<file path="config.mk">
export PLATFORM = sky130hd
export DESIGN_NAME = contiguous_run_slot_allocator_top_flat
export DESIGN_NICKNAME = d
export VERILOG_FILES = /design/src/design/crsa_pkg.sv /design/src/design/crsa_ifs.sv /design/src/design/crsa_cell.sv /design/src/design/crsa_ctrl.sv /design/src/design/contiguous_run_slot_allocator_top.sv /design/src/flat_wrapper.sv
export SDC_FILE = /design/constraint.sdc
export NUM_CORES = 1
export LEC_CHECK = 0
export BUFFER_PORTS_ARGS = -buffer_cell sky130_fd_sc_hd__buf_2
export CAP_MARGIN = 15
export CORE_MARGIN = 1
export CORE_UTILIZATION = 59
export DETAILED_ROUTE_END_ITERATION = 7
export PLACE_DENSITY = 0.83
export SLEW_MARGIN = 5
export SYNTH_ARGS = -nofsm -noshare
export SYNTH_HDL_FRONTEND = slang
export SYNTH_SLANG_ARGS = --single-unit
</file>
<file path="constraint.sdc">
create_clock -name i_clk -period 3.3 [get_ports i_clk]
set_clock_uncertainty 0.05 [all_clocks]
set_input_delay 0.33 -clock i_clk [delete_from_list [all_inputs] [get_ports i_clk]]
set_output_delay 0.33 -clock i_clk [all_outputs]
set_load 0.01 [all_outputs]
</file>
<file path="src/design/crsa_pkg.sv">
// Shared widths, result status codes and ring control type for the slot allocator.
package crsa_pkg;

    localparam int REQ_W    = 7;
    localparam int SLOT_W   = 7;
    localparam int STATUS_W = 2;

    typedef logic [STATUS_W-1:0] t_status;

    localparam t_status ST_RUN     = 2'd0;
    localparam t_status ST_SCATTER = 2'd1;
    localparam t_status ST_FAIL    = 2'd2;

    // Control handed from the sequencer to the ring of cells.
    typedef struct packed {
        logic shift;  // rotate every cell one place toward the head
        logic mark;   // write the head slot back as occupied
    } t_ring_ctl;

endpackage

</file>
<file path="src/design/crsa_ifs.sv">
// Valid/ready channel interfaces for requests and results.
interface crsa_req_if;
    logic                        valid;
    logic                        ready;
    logic [crsa_pkg::REQ_W-1:0]  request_size;

    modport source (output valid, output request_size, input ready);
    modport sink   (input valid, input request_size, output ready);
endinterface

interface crsa_res_if;
    logic                           valid;
    logic                           ready;
    logic [crsa_pkg::SLOT_W-1:0]    slot_index;
    logic [crsa_pkg::STATUS_W-1:0]  status;
    logic                           last_of_request;

    modport source (output valid, output slot_index, output status, output last_of_request,
                    input ready);
    modport sink   (input valid, input slot_index, input status, input last_of_request,
                    output ready);
endinterface

</file>
<file path="src/design/crsa_cell.sv">
// One slot of the occupancy ring: holds the slot's occupied bit and passes it on.
module crsa_cell (
    input  logic i_clk,
    input  logic i_rst_n,
    input  logic i_shift,
    input  logic i_bit,
    output logic o_bit
);

    logic r_bit;

    always_ff @(posedge i_clk) begin
        if (!i_rst_n) begin
            r_bit <= 1'b0;
        end else if (i_shift) begin
            r_bit <= i_bit;
        end
    end

    assign o_bit = r_bit;

endmodule

</file>
<file path="src/design/crsa_ctrl.sv">
// Sequencer: watches the ring head, runs the first-fit search lap and the grant lap.
module crsa_ctrl #(
    parameter int SLOTS       = 128,
    parameter int MAX_REQUEST = 64
) (
    input  logic                i_clk,
    input  logic                i_rst_n,
    input  logic                i_head,
    output crsa_pkg::t_ring_ctl o_ring,
    crsa_req_if.sink            i_req,
    crsa_res_if.source          o_res
);

    localparam int PW = (SLOTS > 1) ? $clog2(SLOTS) : 1;
    localparam int LW = (MAX_REQUEST > 1) ? $clog2(MAX_REQUEST + 1) : 1;

    typedef enum logic [1:0] {
        S_IDLE,
        S_SCAN,
        S_FILL,
        S_FAIL
    } t_state;

    t_state                    r_state, n_state;
    logic [PW-1:0]             r_pos, n_pos;
    logic [PW-1:0]             r_start, n_start;
    logic [LW-1:0]             r_run, n_run;
    logic [LW-1:0]             r_len, n_len;
    logic [LW-1:0]             r_cnt, n_cnt;
    logic                      r_found, n_found;
    logic                      r_out_valid, n_out_valid;
    logic [crsa_pkg::SLOT_W-1:0] r_slot, n_slot;
    crsa_pkg::t_status         r_status, n_status;
    logic                      r_last, n_last;

    logic                      w_out_free;
    logic                      w_at_end;
    logic                      w_want;
    logic [LW:0]               w_run_inc;
    logic [LW:0]               w_cnt_inc;
    logic [LW:0]               w_len_ext;
    logic [LW-1:0]             w_req_len;
    logic [PW-1:0]             w_pos_inc;
    logic [PW-1:0]             w_start;
    logic [PW+6:0]             w_pos_ext;
    crsa_pkg::t_ring_ctl       w_ring;

    assign w_out_free = !r_out_valid || o_res.ready;
    assign w_at_end   = (r_pos == PW'(SLOTS - 1));
    assign w_pos_inc  = w_at_end ? '0 : PW'(r_pos + 1'b1);
    assign w_run_inc  = (LW+1)'(r_run) + 1'b1;
    assign w_cnt_inc  = (LW+1)'(r_cnt) + 1'b1;
    assign w_len_ext  = (LW+1)'(r_len);
    assign w_start    = PW'(32'(r_pos) + 32'd1 - 32'(r_len));
    assign w_pos_ext  = (PW+7)'(r_pos);

    // Saturate oversized requests.
    assign w_req_len = (i_req.request_size > crsa_pkg::REQ_W'(MAX_REQUEST)) ?
                       LW'(MAX_REQUEST) : LW'(i_req.request_size);

    // Head slot is granted: inside the found run, or any free slot when scattering.
    assign w_want = (r_cnt != r_len) && (r_found ? (r_pos >= r_start) : !i_head);

    always_comb begin
        n_state     = r_state;
        n_pos       = r_pos;
        n_start     = r_start;
        n_run       = r_run;
        n_len       = r_len;
        n_cnt       = r_cnt;
        n_found     = r_found;
        n_out_valid = r_out_valid && !o_res.ready;
        n_slot      = r_slot;
        n_status    = r_status;
        n_last      = r_last;
        w_ring      = '0;

        case (r_state)
            S_IDLE: begin
                if (i_req.valid && (i_req.request_size != '0)) begin
                    n_len   = w_req_len;
                    n_run   = '0;
                    n_found = 1'b0;
                    n_state = S_SCAN;
                end
            end
            S_SCAN: begin
                w_ring.shift = 1'b1;
                n_pos        = w_pos_inc;
                if (!r_found) begin
                    if (i_head) begin
                        n_run = '0;
                    end else if (w_run_inc == w_len_ext) begin
                        n_found = 1'b1;
                        n_start = w_start;
                    end else begin
                        n_run = LW'(w_run_inc);
                    end
                end
                if (w_at_end) begin
                    n_cnt   = '0;
                    n_state = S_FILL;
                end
            end
            S_FILL: begin
                // Hold the ring while a grant waits for the result register.
                if (!w_want || w_out_free) begin
                    w_ring.shift = 1'b1;
                    n_pos        = w_pos_inc;
                    if (w_want) begin
                        w_ring.mark = 1'b1;
                        n_cnt       = LW'(w_cnt_inc);
                        n_out_valid = 1'b1;
                        n_slot      = w_pos_ext[crsa_pkg::SLOT_W-1:0];
                        n_status    = r_found ? crsa_pkg::ST_RUN : crsa_pkg::ST_SCATTER;
                        n_last      = (w_cnt_inc == w_len_ext);
                    end
                    if (w_at_end) begin
                        n_state = ((LW+1)'(n_cnt) == w_len_ext) ? S_IDLE : S_FAIL;
                    end
                end
            end
            S_FAIL: begin
                if (w_out_free) begin
                    n_out_valid = 1'b1;
                    n_slot      = '0;
                    n_status    = crsa_pkg::ST_FAIL;
                    n_last      = 1'b1;
                    n_state     = S_IDLE;
                end
            end
            default: begin
                n_state = S_IDLE;
            end
        endcase
    end

    always_ff @(posedge i_clk) begin
        if (!i_rst_n) begin
            r_state     <= S_IDLE;
            r_pos       <= '0;
            r_run       <= '0;
            r_len       <= '0;
            r_cnt       <= '0;
            r_found     <= 1'b0;
            r_out_valid <= 1'b0;
        end else begin
            r_state     <= n_state;
            r_pos       <= n_pos;
            r_run       <= n_run;
            r_len       <= n_len;
            r_cnt       <= n_cnt;
            r_found     <= n_found;
            r_out_valid <= n_out_valid;
        end
        r_start  <= n_start;
        r_slot   <= n_slot;
        r_status <= n_status;
        r_last   <= n_last;
    end

    assign o_ring               = w_ring;
    assign i_req.ready          = (r_state == S_IDLE);
    assign o_res.valid          = r_out_valid;
    assign o_res.slot_index     = r_slot;
    assign o_res.status         = r_status;
    assign o_res.last_of_request = r_last;

endmodule

</file>
<file path="src/design/contiguous_run_slot_allocator_top.sv">
// First-fit contiguous slot allocator: top level with the rotating occupancy ring.
//
// The occupancy map lives in a ring of SLOTS one-bit cells that rotates toward
// the head cell; a sequencer watches only the head, so every nonzero request walks the
// ring. A request of size n (saturated to MAX_REQUEST) takes two full laps: the
// first lap finds the lowest free run of n slots, the second lap marks slots as
// they pass the head and emits one result transaction per granted slot, lowest
// index first (status 0 for a contiguous run, 1 for scattered grants when no
// run exists). If free slots run out, a final result with status 2, index 0 and
// last_of_request set follows the grants already made, which stay occupied.
// The ring rotation paces each nonzero request, and a grant that waits on a
// full result register holds the ring. A zero-size request is accepted
// without walking the ring and produces nothing. One request is in flight at
// a time.
module contiguous_run_slot_allocator_top #(
    parameter int SLOTS       = 128,
    parameter int MAX_REQUEST = 64
) (
    input  logic       i_clk,
    input  logic       i_rst_n,
    crsa_req_if.sink   i_req,
    crsa_res_if.source o_res
);

    crsa_pkg::t_ring_ctl w_ring;
    logic [SLOTS-1:0]    w_bits;

    crsa_ctrl #(
        .SLOTS       (SLOTS),
        .MAX_REQUEST (MAX_REQUEST)
    ) u_ctrl (
        .i_clk   (i_clk),
        .i_rst_n (i_rst_n),
        .i_head  (w_bits[0]),
        .o_ring  (w_ring),
        .i_req   (i_req),
        .o_res   (o_res)
    );

    // Cell k takes the bit of cell k+1; the tail takes the head back, marked
    // occupied when the head slot is granted.
    for (genvar k = 0; k < SLOTS; k++) begin : g_cell
        logic w_in;
        if (k == SLOTS - 1) begin : g_tail
            assign w_in = w_bits[0] | w_ring.mark;
        end else begin : g_mid
            assign w_in = w_bits[k+1];
        end

        crsa_cell u_cell (
            .i_clk   (i_clk),
            .i_rst_n (i_rst_n),
            .i_shift (w_ring.shift),
            .i_bit   (w_in),
            .o_bit   (w_bits[k])
        );
    end

endmodule

</file>
<file path="src/flat_wrapper.sv">
// flat-port wrapper written by rule: the top's interface ports become plain ports
module contiguous_run_slot_allocator_top_flat 
#(
    parameter int SLOTS       = 128,
    parameter int MAX_REQUEST = 64
)
  (i_clk, i_rst_n, i_req_valid, i_req_request_size, i_req_ready, o_res_valid, o_res_slot_index, o_res_status, o_res_last_of_request, o_res_ready);
  crsa_req_if i_req_i ();
  crsa_res_if o_res_i ();
  input  logic i_clk;
  input  logic i_rst_n;
  input wire logic [$bits(i_req_i.valid)-1:0] i_req_valid;
  input wire logic [$bits(i_req_i.request_size)-1:0] i_req_request_size;
  output wire logic [$bits(i_req_i.ready)-1:0] i_req_ready;
  output wire logic [$bits(o_res_i.valid)-1:0] o_res_valid;
  output wire logic [$bits(o_res_i.slot_index)-1:0] o_res_slot_index;
  output wire logic [$bits(o_res_i.status)-1:0] o_res_status;
  output wire logic [$bits(o_res_i.last_of_request)-1:0] o_res_last_of_request;
  input wire logic [$bits(o_res_i.ready)-1:0] o_res_ready;
  assign i_req_i.valid = i_req_valid;
  assign i_req_i.request_size = i_req_request_size;
  assign i_req_ready = i_req_i.ready;
  assign o_res_valid = o_res_i.valid;
  assign o_res_slot_index = o_res_i.slot_index;
  assign o_res_status = o_res_i.status;
  assign o_res_last_of_request = o_res_i.last_of_request;
  assign o_res_i.ready = o_res_ready;
  contiguous_run_slot_allocator_top #(.SLOTS(SLOTS), .MAX_REQUEST(MAX_REQUEST)) u_core (.i_clk(i_clk), .i_rst_n(i_rst_n), .i_req(i_req_i), .o_res(o_res_i));
endmodule
</file>
Yosys cells after proc, flatten, opt, wreduce, memory -nomap -nowiden
Cells that the tools add are included.

word-level totals
  flip-flop bits (word level) = 177
  input port bits = 11
  logic and storage cells = 236
  output and inout port bits = 12

operators by class
  muxes and demuxes = 49
  reductions and logical operators = 22
  magnitude comparators = 2
  eq/ne operators = 16
  bitwise logic cells = 3
  add/sub/neg operators = 5

operators with widths
  cell                   number
  $mux W7                15
  $pmux W7 S2            4
  $mux W2                10
  $add A7 B1 Y8 const B  2
  $eq A8 B7 Y1           2
  $add A7 B1 Y7 const B  2
  $mux W1                14
  $ne A2 B2 Y1 const B   6
  $reduce_and A4 Y1      3
  $pmux W1 S2            4
  $pmux W2 S4            1
  $eq A7 B7 Y1           1
  $eq A7 B7 Y1 const B   1
  $ge A7 B7 Y1           1
  $gt A7 B7 Y1 const B   1
  $ne A7 B7 Y1           1
  $reduce_bool A7 Y1     1
  $sub A7 B7 Y7          1
  $reduce_and A2 Y1      3
  $reduce_bool A2 Y1     3
  $reduce_and A5 Y1      1
  $eq A2 B2 Y1 const B   2
  $logic_not A1 Y1       4
  $pmux W2 S2            1
  other kinds (9)        13

Logic depth before layout (Yosys ltp)
  word-level depth = 12
  mapped depth = 12
  mapped depth without buffers = 10

By module
A second synthesis with hierarchy kept.

second synthesis, totals
  cells, all modules = 742
  area total of the unflattened synthesis = 7863.8 sq um

by module, submodules not included
  module                             cells an instance  instances  area an instance (sq um)  sequential area each (sq um)
  crsa_cell                          3                  128        36.3                      20.0
  crsa_ctrl                          357                1          3213.1                    1151.1
  contiguous_run_slot_allocator_top  1                  1          6.3                       0.0

Worst setup path after synthesis
Ideal clock, no wire load.

  path type = reg-to-reg
  from = register u_core.u_ctrl.r_pos[6]
  to = register u_core.g_cell[63].u_cell.r_bit
  arrival = 2234 ps
  path buffers = 3
  slack = 948 ps
  stages on the path, launching flop included = 12
  clock period less this slack = 2352 ps
  data required time = 3181 ps
  library setup time = 69 ps
  path through = dfxtp_1 -> ha_1 -> and3_1 -> a221o_1 -> a31oi_2 -> nor2_2 -> a21oi_2 -> buf_6 -> buf_6 -> buf_6 -> nand3_1 -> o21ai_1

on the way
  longest elaborated chain between the ends = 7

ends and longest elaborated chain
  what                    RTL line          source
  from (decl)             crsa_ctrl.sv:25   logic [PW-1:0] r_pos, n_pos;
  from (signal assigned)  crsa_ctrl.sv:149  r_pos <= n_pos;
  $ge A7 B7 Y1            crsa_ctrl.sv:62   assign w_want = (r_cnt != r_len) && (r_found ? (r_pos >= r_start) : !i_head);
  $mux W1                 crsa_ctrl.sv:62
  $logic_and A1 B1 Y1     crsa_ctrl.sv:62
  $logic_not A1 Y1        crsa_ctrl.sv:107  if (!w_want || w_out_free) begin
  $logic_or A1 B1 Y1      crsa_ctrl.sv:107
  $mux W2                 crsa_ctrl.sv:107
  $pmux W1 S2             crsa_ctrl.sv:78   case (r_state)
  to (signal assigned)    crsa_cell.sv:16   r_bit <= i_bit;
  to (decl)               crsa_cell.sv:10   logic r_bit;

No other way between the ends.
A chain may end at the register's enable or synchronous reset.

Worst setup path in the final report
  from = register u_core.u_ctrl.r_pos[4]
  to = register u_core.g_cell[89].u_cell.r_bit

on the way
  longest elaborated chain between the ends = 7

ends and longest elaborated chain
  what                  RTL line
  $ge A7 B7 Y1          crsa_ctrl.sv:62
  $mux W1               crsa_ctrl.sv:62
  $logic_and A1 B1 Y1   crsa_ctrl.sv:62
  $logic_not A1 Y1      crsa_ctrl.sv:107
  $logic_or A1 B1 Y1    crsa_ctrl.sv:107
  $mux W2               crsa_ctrl.sv:107
  $pmux W1 S2           crsa_ctrl.sv:78
  to (signal assigned)  crsa_cell.sv:16
  to (decl)             crsa_cell.sv:10

No other way between the ends.

==> run summary <==
In the global route stage, overall resource usage came out at approximately a fifth. The synthesis-to-finish area growth came out at 9.04%. The max-slew violation count came out at 0. The analysis attributes to net switching a power of 1650 uW. The average routed wire per standard cell is 12.7 um. The largest vdd supply drop is 0.446 mV.

In this design, the stage delay of the slowest critical-path cell is 480 ps. The number of gates resized after cts came out at 0. The max-capacitance violation count came out at 0. For hold timing, the worst endpoint is u_core.u_ctrl.r_len[1]. Measured along the y axis, the die boundary spans 117 um. The worst path meets setup with between 400 and 500 ps of slack. The register-to-register setup slack came out at 470 ps. The fraction of final layout cells with drive strength greater than 1 is 8.19%. The total DRC errors in the routed layout came out at 0. The top cell types in the final layout, fill and taps aside, are sky130_fd_sc_hd__dfxtp_1, sky130_fd_sc_hd__nand2_1, sky130_fd_sc_hd__nand3_1. The data required time of the critical path is 3600 ps. The final cycle utilization of the critical path is 85.7%. In this run the critical register-to-register path is launched from u_core.u_ctrl.r_pos[4]. The cell-internal power is between 3000 and 4000 uW. The core area came out at 12700 um^2. The average cell area after synthesis is 8.57 um^2. The start point of the worst hold path is i_req_request_size[1]. The total negative setup slack came out at 0 ps. Of the total power, the share spent switching nets is a little over 30%.

Buffers inserted to repair hold after CTS numbered 0. The count of different cell masters after synthesis came out at between 50 and 60. STA classifies the critical path startpoint as a flop. The leakage power figure came out at 0.00309 uW. The maximum number of pins on one net before global-route repair came out at ~160.

In this run, the clock network consumes 35.7% of the power. The first global-routing pass estimated between 20000 and 25000 um of wire. The number of nets in the synthesized netlist came out at 946. The path category of the worst min-delay check is input pin to flop. Counting flops with an async set or reset pin after synthesis yields a share of 0%.

The die covers 13700 um^2. In this run the critical register-to-register path is captured at u_core.g_cell[89].u_cell.o_bit. The hold-critical path depth is 3. Traced cell by cell, the critical path runs through ha_1 -> and3_1 -> a221o_1 -> a31oi_2 -> nor2_2 -> a21oi_4 -> buf_12 -> buf_12 -> nand3_1 -> o21ai_0. The detailed placer's ending HPWL came out at 8470 um. The flow ran to the end, and the final reports show no timing, DRC or antenna violations. Counting flops with a built-in enable in the synthesized netlist gives 17. Pin placement for this block handled 23 I/O pins. The filler cell count in the final layout is ~1100. The final number of hold-violating endpoints is 0. After the last flow step, the layout net total stands at 928. The synthesized flop and latch total came out at 177. The depth of the most critical reg-to-reg path is 10. The netlist area before placement is 7790 um^2. The fmax came out at 354 MHz. The maximum fanout along the worst path is 76.

In this run the tool buffered the top-level ports with 22 buffer cells. CTS placed an instance of sky130_fd_sc_hd__clkbuf_16 at the clock tree root. The number of buffers inserted by post-CTS setup repair came out at 0.

The initial antenna violation count came out at 0. The initial core utilization came out at 61.2%. The leading register cell type out of synthesis is sky130_fd_sc_hd__dfxtp_1.

The library cell used most frequently in the layout, excluding fill and tap cells, is sky130_fd_sc_hd__dfxtp_1. Headroom to the max-slew limit came out at 52.3%. The site row count is 41. The slew at the pin closest to its max-slew limit is between 700 and 800 ps. The sequential group share of total power came out at 43.0%.

Setup repair after global routing left no endpoint under its margin. STA classifies the critical path endpoint as a flop. The remaining global-route overflow came out at 0.

The time the worst path needs with I/O delays and setup is 2830 ps. Registers take around 3700 um^2. The number of global-route vias before repair is 5030. The critical path arrival is 3130 ps. The power after layout came out at 5410 uW. The congestion estimate from routability-driven global placement came to approximately 0.83. The share of total power dissipated in combinational logic is 21.3%. The post-CTS clock slew at the launch and capture registers of the worst setup and hold paths is approximately 60 ps.

The cell count after synthesis came out at 909. The number of warnings reported in the yosys synthesis log is 0. The worst setup path is of the flop to flop kind.

In this run the number of H-tree levels came out at 4. CTS saw 177 sinks. The number of antenna cells inserted is 0. The number of DRC markers in iteration 0 came out at 338. The cell with the largest stage delay on the worst path is sky130_fd_sc_hd__dfxtp_1. For this design the ratio of total power to cell area is approximately 640 nW/um^2. The sum of routed wire length over all layers is around 14000 um. The first TritonRoute pass finished after 5 iterations. The cell that appears most often on the critical path is sky130_fd_sc_hd__buf_12. In this run the deepest clock path goes through 2 buffers.

The sequential element share of the synthesized area is 47.7%. The clock latency on the worst-skew pair is 430 ps. Before CTS, the worst setup slack after placement is between 500 and 600 ps.

The overall via count from detail_route came out at around 5800. TritonCTS built the clock tree. The horizontal die dimension came out at 117 um.

The number of nets with antenna violations after routing is 0. Setup violations remaining at the end of the flow were counted as 0. The mean number of vias per cell came out at 5.39.

The multi-input combinational cell area is 3640 um^2. The number of CTS-inserted buffers is 17.
## kinds of logic after synthesis
kind of cell    Yosys count  synth area share (%)
compound gates          194                  14.8
xor+xnor                 35                  4.03
fa+ha+maj                26                  4.27
buf+inv                  95                  5.73
flops                   177                  47.7
mux                       7                 0.900
simple gates            375                  22.6
## how the worst max path moves through the flow
stage                                start  slack, ps  cells past startpoint                        endpoint
detailed placement  u_core.u_ctrl.r_pos[6]        520                     10  u_core.g_cell[89].u_cell.o_bit
finish              u_core.u_ctrl.r_pos[4]        470                     10  u_core.g_cell[89].u_cell.o_bit
floorplan           u_core.u_ctrl.r_pos[6]        950                     11  u_core.g_cell[63].u_cell.o_bit
global route        u_core.u_ctrl.r_pos[6]        280                     10  u_core.g_cell[93].u_cell.o_bit
CTS                 u_core.u_ctrl.r_pos[4]        460                     10  u_core.g_cell[89].u_cell.o_bit
global placement    u_core.u_ctrl.r_pos[4]        610                     10  u_core.g_cell[64].u_cell.o_bit
## area by class of cell
cell class | instances | share of cell area [%]
multi-input combinational | 637 | 42.8
sequential | 177 | 43.7
inverter | 25 | 1.10
clock buffer | 22 | 5.58
tap | 172 | 2.53
clock inverter | 9 | 1.13
timing repair buffer | 33 | 3.11
## metrics by stage
step | util, % | instances | instance area, um^2 | hold slack, ps
after floorplan | - | 909 | 7790 | 379
after global placement | 62.3 | 1044 | 7920 | 386
after detailed placement | 62.3 | 1044 | 7920 | 390
after CTS | 66.8 | 1075 | 8490 | 150
after global routing | 66.8 | 1075 | 8490 | 188
final | 66.8 | 1075 | 8490 | 164
## power by group through the flow
stage | sequential (uW) | clock [uW] | combinational (uW)
2_1_floorplan | 2350 | 0 | 954
3_3_place_gp | 2370 | 0 | 1120
3_5_place_dp | 2370 | 0 | 1140
4_1_cts | 2320 | 1970 | 1150
5_1_grt | 2330 | 2080 | 1280
6_report | 2320 | 1930 | 1150
## registers in the layout (all words and copies together) (netlist names)
| name | cells |
|---|---|
| u_core.u_ctrl.r_found | 1 |
| u_core.u_ctrl.o_res.slot_index | 7 |
| u_core.u_ctrl.o_res.last_of_request | 1 |
| u_core.u_ctrl.r_pos | 7 |
| u_core.u_ctrl.r_len | 7 |
| u_core.u_ctrl.r_run | 7 |
| u_core.u_ctrl.o_res.valid | 1 |
| u_core.u_ctrl.r_start | 7 |
| u_core.u_ctrl.r_cnt | 7 |
| u_core.u_ctrl.r_state | 2 |
| u_core.u_ctrl.o_res.status | 2 |
| u_core.g_cell.u_cell.o_bit | 128 |
## critical path, delay by kind of cell (launching register included)
family | cells | cell delay [ps]
compound gates | 4 | 900
buf+inv | 2 | 580
flops | 1 | 480
fa+ha+maj | 1 | 280
simple gates | 3 | 450
## metal layers
metal  wire length (um)  global-route usage, %  vias to the layer above  part of all wire, %
met4                306                   10.6                        0                  2.2
met1               6690                   27.2                     2622                   49
li1                   -                      -                     3090                    -
met2               6250                   33.3                       58                   46
met3                362                   5.51                       28                  2.7
met5                  0                      0                        -                    0
## synthesized netlist by cell type, types with 9 or more instances
| cell | instances | area, um^2 |
|---|---|---|
| sky130_fd_sc_hd__dfxtp_1 | 160 | 3200 |
| sky130_fd_sc_hd__edfxtp_1 | 17 | 510 |
| sky130_fd_sc_hd__a21boi_0 | 10 | 75.1 |
| sky130_fd_sc_hd__inv_1 | 25 | 93.8 |
| sky130_fd_sc_hd__o21ai_1 | 61 | 305 |
| sky130_fd_sc_hd__ha_1 | 25 | 313 |
| sky130_fd_sc_hd__clkbuf_1 | 37 | 139 |
| sky130_fd_sc_hd__nor2b_1 | 15 | 93.8 |
| sky130_fd_sc_hd__nand3_1 | 137 | 686 |
| sky130_fd_sc_hd__xor2_1 | 14 | 123 |
| sky130_fd_sc_hd__o21ai_0 | 78 | 390 |
| sky130_fd_sc_hd__nand2_1 | 159 | 597 |
| sky130_fd_sc_hd__xnor2_1 | 20 | 175 |
| sky130_fd_sc_hd__and3_1 | 9 | 56.3 |
| sky130_fd_sc_hd__a21oi_1 | 11 | 55.1 |
| sky130_fd_sc_hd__nor2_1 | 15 | 56.3 |
| sky130_fd_sc_hd__buf_2 | 13 | 65.1 |
| sky130_fd_sc_hd__clkbuf_2 | 11 | 55.1 |
(Power assumes the default switching activity.)
